==> config.mk <==
export PLATFORM = sky130hd
export DESIGN_NAME = multiturn_encoder_angle_unwrap
export DESIGN_NICKNAME = d
export VERILOG_FILES = /design/src/muaw_pkg.sv /design/src/muaw_front.sv /design/src/muaw_fifo.sv /design/src/muaw_back.sv /design/src/multiturn_encoder_angle_unwrap.sv
export SDC_FILE = /design/constraint.sdc
export NUM_CORES = 2
export LEC_CHECK = 0
export BUFFER_PORTS_ARGS = -buffer_cell sky130_fd_sc_hd__buf_2
export CORE_UTILIZATION = 60
export CTS_CLUSTER_DIAMETER = 30
export CTS_CLUSTER_SIZE = 28
export DETAILED_ROUTE_END_ITERATION = 6
export PLACE_DENSITY = 0.8
export SETUP_SLACK_MARGIN = 0.05
export SLEW_MARGIN = 25
export SYNTH_ARGS = -nofsm -noshare
export SYNTH_HDL_FRONTEND = slang
export SYNTH_SLANG_ARGS = --single-unit
export TNS_END_PERCENT = 20
==> constraint.sdc <==
create_clock -name clk -period 8.9 [get_ports clk]
set_clock_uncertainty 0.15 [all_clocks]
set_input_delay 1.78 -clock clk [delete_from_list [all_inputs] [get_ports clk]]
set_output_delay 1.78 -clock clk [all_outputs]
set_load 0.1 [all_outputs]
==> src/muaw_pkg.sv <==
// Shared types and constants for the multi-turn encoder angle unwrap block.
`timescale 1ns / 1ps

package muaw_pkg;

	// Units of one full turn: 360 degrees in 1/64 degree.
	localparam int unsigned TURN_UNITS = 23040;
	localparam int unsigned GAIN_FRAC = 24;
	localparam int unsigned ANGLE_W = 15;
	localparam int unsigned GAIN_W = 32;
	localparam int unsigned INTERVAL_W = 8;

	// One turn is 45 * 2^9 units, and 2^12 leaves a remainder of 1 when divided by 45.
	localparam int unsigned MOD_LOW_W = 9;
	localparam int unsigned MOD_ODD = 45;
	localparam int unsigned FOLD_W = 12;
	// floor(x * 2913 / 2^17) equals floor(x / 45) for every x up to 4096.
	localparam int unsigned MOD_RECIP = 2913;
	localparam int unsigned MOD_RECIP_SH = 17;

	// Reset values of the configuration registers and of the zero point.
	localparam logic signed [GAIN_W-1:0] GAIN_RESET = -32'sd683056;
	localparam logic [INTERVAL_W-1:0] INTERVAL_RESET = 8'd10;
	localparam int unsigned ZERO_TURNS_RESET = 16;
	localparam logic [ANGLE_W-1:0] ZERO_ANGLE_RESET = 15'd20288;

	// Configuration register indexes.
	localparam logic CFG_GEAR_GAIN = 1'b0;
	localparam logic CFG_FIRE_INTERVAL = 1'b1;

	typedef struct packed {
		logic full;
		logic empty;
	} muaw_fifo_status_t;

	typedef struct packed {
		logic busy;
		logic out_load;
	} muaw_back_status_t;

	typedef enum logic [2:0] {
		B_IDLE,
		B_SCALE,
		B_FOLD,
		B_REDUCE,
		B_MOD,
		B_OUT
	} muaw_back_state_t;

endpackage

==> src/muaw_front.sv <==
// Front part: sample counting, zero capture and turn-offset formation.
`timescale 1ns / 1ps

module muaw_front #(
	parameter int unsigned TURN_BITS = 12,
	parameter int unsigned OFF_W = TURN_BITS + 16
) (
	input  logic                                clk,
	input  logic                                arst_n,
	input  logic                                push,
	input  logic [TURN_BITS-1:0]                turn_count,
	input  logic [muaw_pkg::ANGLE_W-1:0]        single_turn_angle,
	input  logic                                zero_request,
	input  logic [muaw_pkg::INTERVAL_W-1:0]     fire_interval,
	input  muaw_pkg::muaw_fifo_status_t         fifo_status,
	output logic                                fifo_push,
	output logic [OFF_W-1:0]                    fifo_wdata
);
	import muaw_pkg::*;

	localparam logic signed [OFF_W-1:0] UNITS_S = OFF_W'(TURN_UNITS);

	logic [INTERVAL_W-1:0] counter_q;
	logic                  pending_q;
	logic [TURN_BITS-1:0]  zero_turns_q;
	logic [ANGLE_W-1:0]    zero_angle_q;

	logic                  accept;
	logic                  pend_or;
	logic [INTERVAL_W:0]   next_count;
	logic                  act;
	logic [TURN_BITS-1:0]  d;
	logic signed [OFF_W-1:0] diff_ext;
	logic signed [OFF_W-1:0] angle_ext;
	logic signed [OFF_W-1:0] zero_ext;
	logic signed [OFF_W-1:0] offset;

	assign accept = push & ~fifo_status.full;
	assign pend_or = pending_q | zero_request;
	// The increment is taken one bit wider so that an interval of 255 still fires.
	assign next_count = {1'b0, counter_q} + 1'b1;
	assign act = next_count > {1'b0, fire_interval};

	assign d = turn_count - zero_turns_q;
	assign diff_ext = OFF_W'($signed(d));
	assign angle_ext = $signed({{(OFF_W-ANGLE_W){1'b0}}, single_turn_angle});
	assign zero_ext = $signed({{(OFF_W-ANGLE_W){1'b0}}, zero_angle_q});
	assign offset = OFF_W'(diff_ext * UNITS_S) + angle_ext - zero_ext;

	assign fifo_push = accept & act & ~pend_or;
	assign fifo_wdata = offset;

	always_ff @(posedge clk or negedge arst_n) begin
		if (!arst_n) begin
			counter_q <= '0;
			pending_q <= 1'b0;
			zero_turns_q <= TURN_BITS'(ZERO_TURNS_RESET);
			zero_angle_q <= ZERO_ANGLE_RESET;
		end else if (accept) begin
			if (!act) begin
				counter_q <= next_count[INTERVAL_W-1:0];
				pending_q <= pend_or;
			end else begin
				counter_q <= '0;
				pending_q <= 1'b0;
				if (pend_or) begin
					zero_turns_q <= turn_count;
					zero_angle_q <= single_turn_angle;
				end
			end
		end
	end

endmodule

==> src/muaw_fifo.sv <==
// Two-entry queue carrying turn offsets from the front to the back.
`timescale 1ns / 1ps

module muaw_fifo #(
	parameter int unsigned WIDTH = 28
) (
	input  logic                        clk,
	input  logic                        arst_n,
	input  logic                        push,
	input  logic [WIDTH-1:0]            wdata,
	input  logic                        pop,
	output logic [WIDTH-1:0]            rdata,
	output muaw_pkg::muaw_fifo_status_t status
);
	import muaw_pkg::*;

	logic [WIDTH-1:0] mem_q [2];
	logic             wr_ptr_q;
	logic             rd_ptr_q;
	logic [1:0]       count_q;
	logic             do_push;
	logic             do_pop;

	assign status.full = count_q == 2'd2;
	assign status.empty = count_q == 2'd0;
	assign do_push = push & ~status.full;
	assign do_pop = pop & ~status.empty;
	assign rdata = mem_q[rd_ptr_q];

	always_ff @(posedge clk) begin
		if (do_push) begin
			mem_q[wr_ptr_q] <= wdata;
		end
	end

	always_ff @(posedge clk or negedge arst_n) begin
		if (!arst_n) begin
			wr_ptr_q <= 1'b0;
			rd_ptr_q <= 1'b0;
			count_q <= 2'd0;
		end else begin
			if (do_push) begin
				wr_ptr_q <= ~wr_ptr_q;
			end
			if (do_pop) begin
				rd_ptr_q <= ~rd_ptr_q;
			end
			case ({do_push, do_pop})
				2'b10: count_q <= count_q + 2'd1;
				2'b01: count_q <= count_q - 2'd1;
				default: count_q <= count_q;
			endcase
		end
	end

endmodule

==> src/muaw_back.sv <==
// Back part: gain multiply, floor shift and wrap into one turn by remainder folding.
`timescale 1ns / 1ps

module muaw_back #(
	parameter int unsigned OFF_W = 28
) (
	input  logic                                clk,
	input  logic                                arst_n,
	input  logic [OFF_W-1:0]                    fifo_rdata,
	input  muaw_pkg::muaw_fifo_status_t         fifo_status,
	output logic                                fifo_pop,
	input  logic signed [muaw_pkg::GAIN_W-1:0]  gear_gain,
	input  logic                                pop,
	output logic                                empty,
	output logic [muaw_pkg::ANGLE_W-1:0]        output_angle,
	output muaw_pkg::muaw_back_status_t         status
);
	import muaw_pkg::*;

	localparam int unsigned P_W = OFF_W + GAIN_W;
	localparam int unsigned Q_W = P_W - GAIN_FRAC;
	localparam int unsigned HI_W = 3 * FOLD_W;
	localparam int unsigned RP_W = 2 * FOLD_W + 1;
	localparam int unsigned QUO_W = RP_W - MOD_RECIP_SH;
	localparam int unsigned ODD_W = ANGLE_W - MOD_LOW_W;
	localparam logic [ANGLE_W-1:0] UNITS_R = ANGLE_W'(TURN_UNITS);

	muaw_back_state_t state_q;
	muaw_back_state_t state_d;

	logic signed [P_W-1:0] prod_s1;
	logic [Q_W-1:0]        mag_q;
	logic                  neg_q;
	logic                  pos_q;
	logic [MOD_LOW_W-1:0]  low_q;
	logic [FOLD_W+1:0]     fold1_q;
	logic [FOLD_W:0]       fold_q;
	logic [ANGLE_W-1:0]    rem_q;
	logic                  out_valid_q;
	logic [ANGLE_W-1:0]    out_q;

	logic                  load_prod;
	logic                  load_mag;
	logic                  fold_step;
	logic                  reduce_step;
	logic                  mod_step;
	logic                  out_load;
	logic                  out_free;

	logic signed [P_W-1:0] q_full;
	logic signed [Q_W-1:0] q;
	logic                  q_pos;
	logic signed [Q_W-1:0] v;
	logic [HI_W-1:0]       hi;
	logic [FOLD_W+1:0]     fold1;
	logic [FOLD_W:0]       fold2;
	logic [FOLD_W:0]       fold3;
	logic [QUO_W-1:0]      quo;
	logic [ODD_W-1:0]      odd_rem;
	logic [ANGLE_W-1:0]    r;
	logic [ANGLE_W-1:0]    result;

	assign out_free = ~out_valid_q | pop;

	always_comb begin
		state_d = state_q;
		unique case (state_q)
			B_IDLE: begin
				if (!fifo_status.empty) begin
					state_d = B_SCALE;
				end
			end
			B_SCALE: state_d = B_FOLD;
			B_FOLD: state_d = B_REDUCE;
			B_REDUCE: state_d = B_MOD;
			B_MOD: state_d = B_OUT;
			B_OUT: begin
				if (out_free) begin
					state_d = B_IDLE;
				end
			end
			default: state_d = B_IDLE;
		endcase
	end

	always_comb begin
		load_prod = 1'b0;
		load_mag = 1'b0;
		fold_step = 1'b0;
		reduce_step = 1'b0;
		mod_step = 1'b0;
		out_load = 1'b0;
		unique case (state_q)
			B_IDLE: load_prod = ~fifo_status.empty;
			B_SCALE: load_mag = 1'b1;
			B_FOLD: fold_step = 1'b1;
			B_REDUCE: reduce_step = 1'b1;
			B_MOD: mod_step = 1'b1;
			B_OUT: out_load = out_free;
			default: ;
		endcase
	end

	assign fifo_pop = load_prod;

	// A positive value is wrapped as (q - 1) mod M + 1, so whole positive turns give M.
	assign q_full = prod_s1 >>> GAIN_FRAC;
	assign q = q_full[Q_W-1:0];
	assign q_pos = ~q[Q_W-1] & (q != '0);
	assign v = q_pos ? q - Q_W'(1) : q;

	// The low nine bits of the magnitude pass straight through; the rest is reduced by 45.
	// Adding its 12-bit digits keeps that remainder, since 4096 leaves 1 by 45.
	assign hi = HI_W'(mag_q[Q_W-1:MOD_LOW_W]);
	assign fold1 = (FOLD_W + 2)'(hi[FOLD_W-1:0]) + (FOLD_W + 2)'(hi[2*FOLD_W-1:FOLD_W])
		+ (FOLD_W + 2)'(hi[3*FOLD_W-1:2*FOLD_W]);
	assign fold2 = (FOLD_W + 1)'(fold1_q[FOLD_W-1:0]) + (FOLD_W + 1)'(fold1_q[FOLD_W+1:FOLD_W]);
	assign fold3 = (FOLD_W + 1)'(fold2[FOLD_W-1:0]) + (FOLD_W + 1)'(fold2[FOLD_W]);

	assign quo = QUO_W'((RP_W'(fold_q) * RP_W'(MOD_RECIP)) >> MOD_RECIP_SH);
	assign odd_rem = ODD_W'(fold_q - (FOLD_W + 1)'(quo) * (FOLD_W + 1)'(MOD_ODD));

	// The remainder of the magnitude is turned into a floor remainder for negative values.
	assign r = (neg_q && rem_q != '0) ? UNITS_R - rem_q : rem_q;
	assign result = pos_q ? r + ANGLE_W'(1) : r;

	always_ff @(posedge clk) begin
		if (load_prod) begin
			prod_s1 <= $signed(fifo_rdata) * gear_gain;
		end
		if (load_mag) begin
			neg_q <= v[Q_W-1];
			pos_q <= q_pos;
			mag_q <= v[Q_W-1] ? Q_W'(-v) : Q_W'(v);
		end
		if (fold_step) begin
			fold1_q <= fold1;
			low_q <= mag_q[MOD_LOW_W-1:0];
		end
		if (reduce_step) begin
			fold_q <= fold3;
		end
		if (mod_step) begin
			rem_q <= {odd_rem, low_q};
		end
		if (out_load) begin
			out_q <= result;
		end
	end

	always_ff @(posedge clk or negedge arst_n) begin
		if (!arst_n) begin
			state_q <= B_IDLE;
			out_valid_q <= 1'b0;
		end else begin
			state_q <= state_d;
			if (out_load) begin
				out_valid_q <= 1'b1;
			end else if (pop) begin
				out_valid_q <= 1'b0;
			end
		end
	end

	assign empty = ~out_valid_q;
	assign output_angle = out_q;
	assign status.busy = state_q != B_IDLE;
	assign status.out_load = out_load;

endmodule

==> src/multiturn_encoder_angle_unwrap.sv <==
// Top level of the multi-turn encoder angle unwrap block.
`timescale 1ns / 1ps

// Samples are taken whenever the offset queue has room; skipped samples and
// zero captures give no result. An acted-on sample goes through the back part
// in order, starting when it leaves the two-entry offset queue: the gain
// multiply (B_IDLE), the floor shift (B_SCALE), folding the magnitude into a
// small value with the same remainder by 45 (B_FOLD, B_REDUCE), that remainder
// by reciprocal multiplication (B_MOD), and the load of the output register
// (B_OUT), which waits while an untaken result is held. The back takes a new
// offset only once the last one is loaded, which sets the sustained rate of
// acted-on samples; input stalls whenever the queue is full. The gain register
// (index 0) and the fire interval register (index 1) should be written only
// while the block is idle.
module multiturn_encoder_angle_unwrap #(
	parameter int unsigned TURN_BITS = 12
) (
	input  logic                                clk,
	input  logic                                arst_n,
	input  logic                                push,
	output logic                                full,
	input  logic [TURN_BITS-1:0]                turn_count,
	input  logic [muaw_pkg::ANGLE_W-1:0]        single_turn_angle,
	input  logic                                zero_request,
	output logic                                empty,
	input  logic                                pop,
	output logic [muaw_pkg::ANGLE_W-1:0]        output_angle,
	input  logic                                cfg_we,
	input  logic                                cfg_index,
	input  logic [muaw_pkg::GAIN_W-1:0]         cfg_data
);
	import muaw_pkg::*;

	localparam int unsigned OFF_W = TURN_BITS + 16;

	logic signed [GAIN_W-1:0]  gear_gain_q;
	logic [INTERVAL_W-1:0]     fire_interval_q;

	muaw_fifo_status_t         fifo_status;
	muaw_back_status_t         back_status;
	logic                      fifo_push;
	logic                      fifo_pop;
	logic [OFF_W-1:0]          fifo_wdata;
	logic [OFF_W-1:0]          fifo_rdata;

	always_ff @(posedge clk or negedge arst_n) begin
		if (!arst_n) begin
			gear_gain_q <= GAIN_RESET;
			fire_interval_q <= INTERVAL_RESET;
		end else if (cfg_we) begin
			case (cfg_index)
				CFG_GEAR_GAIN: gear_gain_q <= $signed(cfg_data);
				CFG_FIRE_INTERVAL: fire_interval_q <= cfg_data[INTERVAL_W-1:0];
				default: ;
			endcase
		end
	end

	muaw_front #(
		.TURN_BITS(TURN_BITS),
		.OFF_W(OFF_W)
	) u_front (
		.clk(clk),
		.arst_n(arst_n),
		.push(push),
		.turn_count(turn_count),
		.single_turn_angle(single_turn_angle),
		.zero_request(zero_request),
		.fire_interval(fire_interval_q),
		.fifo_status(fifo_status),
		.fifo_push(fifo_push),
		.fifo_wdata(fifo_wdata)
	);

	muaw_fifo #(
		.WIDTH(OFF_W)
	) u_fifo (
		.clk(clk),
		.arst_n(arst_n),
		.push(fifo_push),
		.wdata(fifo_wdata),
		.pop(fifo_pop),
		.rdata(fifo_rdata),
		.status(fifo_status)
	);

	muaw_back #(
		.OFF_W(OFF_W)
	) u_back (
		.clk(clk),
		.arst_n(arst_n),
		.fifo_rdata(fifo_rdata),
		.fifo_status(fifo_status),
		.fifo_pop(fifo_pop),
		.gear_gain(gear_gain_q),
		.pop(pop),
		.empty(empty),
		.output_angle(output_angle),
		.status(back_status)
	);

	assign full = fifo_status.full;

	// A result on the output never lies outside one turn.
	a_out_range: assert property (@(posedge clk) disable iff (!arst_n)
		!empty |-> output_angle <= ANGLE_W'(TURN_UNITS))
		else $error("output angle beyond one turn");

	// The back only loads a new result while it is working on an item.
	a_load_busy: assert property (@(posedge clk) disable iff (!arst_n)
		back_status.out_load |-> back_status.busy)
		else $error("result loaded while back is idle");

	// A queued offset is picked up by the back in the next cycle once it is idle.
	a_queue_drain: assert property (@(posedge clk) disable iff (!arst_n)
		(!back_status.busy && !fifo_status.empty) |=> back_status.busy)
		else $error("queued item not taken by idle back");

	// Taking the only result with none being loaded leaves the output empty.
	a_pop_empties: assert property (@(posedge clk) disable iff (!arst_n)
		(pop && !empty && !back_status.out_load) |=> empty)
		else $error("result item repeated after pop");

endmodule

Word-level counts from Yosys, hierarchy flattened
Memory sizes are Yosys's and may differ from the RTL's.
Index checks and enable logic that the tools add are counted.

word-level totals
  register bits after elaboration = 248
  RAM bits = 56
  bits of input ports = 66
  logic and storage cells = 99
  memories kept = 1

memory list
  memory        words  bits a word  rd ports  clocked after Yosys merged registers in  write ports  RTL line         RTL
  u_fifo.mem_q  2      28           1         0                                        1            muaw_fifo.sv:17  logic [WIDTH-1:0] mem_q [2];

operators by class
  $add $sub $neg = 15
  multipliers = 4
  $lt $le $gt $ge = 1
  equality and inequality tests = 10
  mux-type cells = 20
  bitwise operators = 16
  reductions and logical operators = 11

operators by type and width
  operator                                                               count
  28-bit by 32-bit multiplier with 60-bit output                         1
  36-bit two-way mux                                                     1
  36-bit negator                                                         1
  36-bit nonzero test                                                    1
  36-bit by 2-bit subtractor with 36-bit output, second input constant   1
  35-bit two-way mux                                                     1
  15-bit two-way mux                                                     2
  28-bit by 16-bit adder with 28-bit output                              1
  28-bit by 16-bit subtractor with 28-bit output                         1
  13-bit by 12-bit multiplier with 25-bit output, second input constant  1
  12-bit by 7-bit multiplier with 19-bit output, second input constant   1
  3-bit case mux with 6 select lines                                     1
  15-bit by 1-bit adder with 15-bit output, second input constant        1
  15-bit nonzero test                                                    1
  15-bit subtractor, first input constant                                1
  14-bit by 3-bit adder with 14-bit output                               1
  12-bit by 1-bit adder with 13-bit output                               1
  12-bit by 12-bit adder with 13-bit output                              1
  12-bit by 2-bit adder with 13-bit output                               1
  12-bit subtractor                                                      1
  1-bit two-way mux                                                      11
  8-bit by 1-bit adder with 9-bit output, second input constant          1
  9-bit by 8-bit greater-than comparator with 1-bit output               1
  8-bit by 6-bit multiplier with 6-bit output, second input constant     1
  other kinds (22)                                                       42

Logic depth before layout (Yosys ltp)
  word-level depth = 8
  gate-level depth with buffers = 33
  depth with buffers taken out = 33

Modules after synthesis
Synthesis repeated with hierarchy kept, for this count alone.

unflattened totals
  cells, all modules = 5030
  area total of the unflattened synthesis = 50846.3 um2

by module, submodules not included
  module                          instances  cells an instance  area each (um2)
  muaw_back                       1          4278               41552.4
  muaw_front                      1          561                5381.4
  muaw_fifo                       1          105                2264.7
  multiturn_encoder_angle_unwrap  1          86                 1647.8

Least setup slack after synthesis
Ideal clock, no wire load.

  kind = reg2reg
  start = reg u_fifo.rd_ptr_q
  end = reg u_back.prod_s1[53], data pin
  data arrival time = 8.234 ns
  required time = 8.492 ns
  path slack = 0.258 ns
  stages on the path, launching flop included = 29
  period minus slack after synthesis = 8.642 ns
  cell sequence = dfrtp_1 buf_2 buf_1 mux2_2 clkbuf_1 nand2_1 fa_1 inv_1 fa_1 fa_1 fa_1 inv_1 fa_1 inv_1 fa_1 inv_1 fa_1 inv_1 ha_1 ha_1 clkbuf_1 nor2b_1 o21a_1 or3_1 a31oi_1 nor3b_1 o21bai_1 a21oi_1 xnor2_1

on the way
  cells in the longest elaborated chain, start to end = 2

ends and longest elaborated chain
  what                                            RTL line          RTL
  from (decl)                                     muaw_fifo.sv:19   logic rd_ptr_q;
  from (signal assigned)                          muaw_fifo.sv:46   rd_ptr_q <= ~rd_ptr_q;
  memory read 2 x 28 bit                          -
  28-bit by 32-bit multiplier with 60-bit output  muaw_back.sv:129  prod_s1 <= $signed(fifo_rdata) * gear_gain;
  to (signal assigned)                            muaw_back.sv:129
  to (decl)                                       muaw_back.sv:31   logic signed [P_W-1:0] prod_s1;

Every way passes these cells.
A chain may end at the register's enable or synchronous reset.

Worst setup path after layout
  start = reg u_fifo.rd_ptr_q
  end = reg u_back.prod_s1[49], data pin

The elaborated chain is that of the path after synthesis.

==> results.cfg <==
[outcome]
status = finished, final reports clean

[setup_path]
rr_worst_depth = 27
required_ns = 9.10
worst_path_most_repeated_cell = fa_1
slowest_delay_ns = 0.58
slowest_stage = fa_1
r2r_slack_ns = 0.34
cp_max_fo = 32
critical_path_class = flop to flop
end_kind = flop
cp-start-kind = flop
arrival_ns = 8.76

[clock_tree]
cts_max_path_buffers = 3
cts_tree = built
cts_sinks = 280
cts_root_buf = clkbuf_16
clk_latency_ns = 0.61
cts_made_buffers = 66
cts.htree.levels = 3
clk_pin_slew_ns = 0.05

[floorplanning]
ios = 83
die_w_um = 292
fp.dieH_um = 292
coreArea_sq_um = 83600
rows = 106
initial_core_util_pct = 60.5
die_area_sq_um = 85400

[synth]
yosysSeqAreaShare_pct = 15.9
synth-main-ff-cell = edfxtp_1
postSynthCellCount = 5055
synth_nets = 6498
avgSynthCellArea_sq_um = 10.0
yosysWarnings = 0
yosysUniqueCellTypes = 88
ys_ff_latch = 280
ys_async_sr_fraction_pct = 30.0
synth_edf_count = 196
synth_area_sq_um = 50500

[run]
drv_cap = 0

[sta]
maxSlewViolCount = 0
rsz0062_at_grt = no
post-route-period-util_pct = 96.2
period_minus_slack_ns = 8.56
finalHoldViolations = 0
setup_viol = 0
worst_pin_slew_ns = 1.08
hold_slack_ns = 0.264
fmax_mhz = 117
max_slew_margin_pct = 27.7

[finish]
stdcell_area_sq_um = 55200
finalNetCount = 6568
final_cell_mix = inv_1 (1076), fa_1 (989), nand2_1 (477)
synthToLayoutAreaGrowth_pct = 9.13
final_common_cell = inv_1
final_layout_size_suffix_gt1_share_pct = 10.2

[route]
vias = 35500
ant_nets = 0
avgViaCountPerCell = 5.67
dr.first_iter.drc_count = 2313
drtPass1Iterations = 6
drt-total-wl_um = 121000
wire_per_inst_um = 19.4
drc = 0

[global_route]
antenna_found_initial = 2
grt_pass1_wl_um = 201000
gr-usage-all-layers_pct = 29.9
grt_overflow = 0
grt_max_degree = 53
grt_pass1_vias = 39500

[placed_design]
hpwl_um = 95700
portBuffers = 82
place.gp.congestion = 0.915
postPlaceCellArea_sq_um = 52600

[min_path]
min_delay_path_depth = 0
min_path_type = flop to flop
cell families after synthesis:
kind of cell             Yosys count  synth area share, %
adder cells (fa/ha/maj)         1378                 48.9
multiplexers                     101                 2.23
buffers and inverters           1299                 9.68
flip-flops                       280                 15.9
AO/OA/AOI/OAI                    380                 4.96
XOR/XNOR                         254                 4.40
AND/OR/NAND/NOR                 1363                 14.0
stage by stage:
step	setup slack, ns	cells	utilization (%)	setup TNS (ns)
after floorplan	0.258	5055	-	0
after global placement	0.0666	6119	62.9	0
after detailed placement	-0.145	6119	62.9	-0.465
after CTS	0.108	6247	65.7	0
after global routing	0.0547	6259	66.0	0
final	0.340	6261	66.0	0
final cells by class:
type	count	area [sq um]
Antenna cell	2	5.00
Clock buffer	74	1700
Clock inverter	48	589
Fill cell	6274	28400
Inverter	1078	4050
Multi-Input combinational cell	3476	37800
Sequential cell	280	8030
Tap cell	1080	1350
Timing Repair Buffer	223	1590
cells in the mapped netlist, types with 12 or more instances:
master       n  area share [%]
mux2_2      91             2.0
a21oi_1    108             1.1
o211ai_1    12            0.18
o21ai_0     64            0.63
nor2b_1    198             2.5
a31oi_1     20            0.25
nor2_1     136             1.0
ha_1       384             9.5
clkbuf_1   207             1.5
o21a_1      26            0.39
fa_1       993              39
xor2_1      90             1.6
nand4_1     19            0.24
a21o_1      34            0.51
and2_1     302             3.7
or2_2       17            0.21
dfstp_2     30             1.6
and3_1      16            0.20
dfrtp_1     54             2.7
inv_1     1078             8.0
nand2_1    477             3.5
nor3_1      34            0.34
nand2b_1    35            0.43
nand3_1     51            0.51
xnor2_1    164             2.8
edfxtp_1   196              12
o21bai_1    17            0.25
nor4_1      15            0.19
registers in the layout, summed over array words and instances, names as in the netlist, 2 cells and up:
name / count
gear_gain_q: 32
u_front.counter_q: 8
u_back.low_q: 9
u_back.prod_s1: 36
u_front.zero_angle_q: 15
u_back.fold1_q: 14
u_back.mag_q: 36
u_fifo.count_q: 2
u_front.zero_turns_q: 12
u_back.rem_q: 15
u_fifo.mem_q: 56
u_back.state_q: 3
fire_interval_q: 8
u_back.fold_q: 13
u_back.output_angle: 15
metal layers:
layer	track usage [%]	part of all wire, %
met1	36.3	38
met2	51.6	49
met3	5.32	7.7
met4	14.4	5.3
met5	0	0.019
worst paths after layout:
| path | from | to |
|---|---|---|
| min | u_back.low_q[7]$_DFFE_PP_ | u_back.rem_q[7]$_DFFE_PN_ |
| min in group asynchronous | arst_n | u_front.zero_turns_q[2]$_DFFE_PN0P_ |
| max reg2reg | u_fifo.rd_ptr_q$_DFFE_PN0P_ | u_back.prod_s1[49]$_DFFE_PP_ |
| min reg2reg | u_back.low_q[7]$_DFFE_PP_ | u_back.rem_q[7]$_DFFE_PN_ |
| max | u_fifo.rd_ptr_q$_DFFE_PN0P_ | u_back.prod_s1[49]$_DFFE_PP_ |
| max in group asynchronous | arst_n | u_back.state_q[1]$_DFFE_PN0P_ |
timing repair:
item	in CTS	in global routing
hold buffers	0	0
endpoints found under the setup margin	5	17
resized for setup	1	22
setup buffers	6	11
critical path, delay by kind of cell (launching register included):
kind | cells | cell delay, ns
and+or+nand+nor | 4 | 0.51
AOI/OAI and AO/OA | 6 | 1.33
adders and majority gates | 9 | 4.32
buffers and inverters | 6 | 0.95
muxes | 1 | 0.28
xor gates and xnor gates | 1 | 0.17
DFF | 1 | 0.52
Power is left out: the tool's default activity adds up to more than one toggle a clock period on the data nets, which glitch-free logic cannot reach.
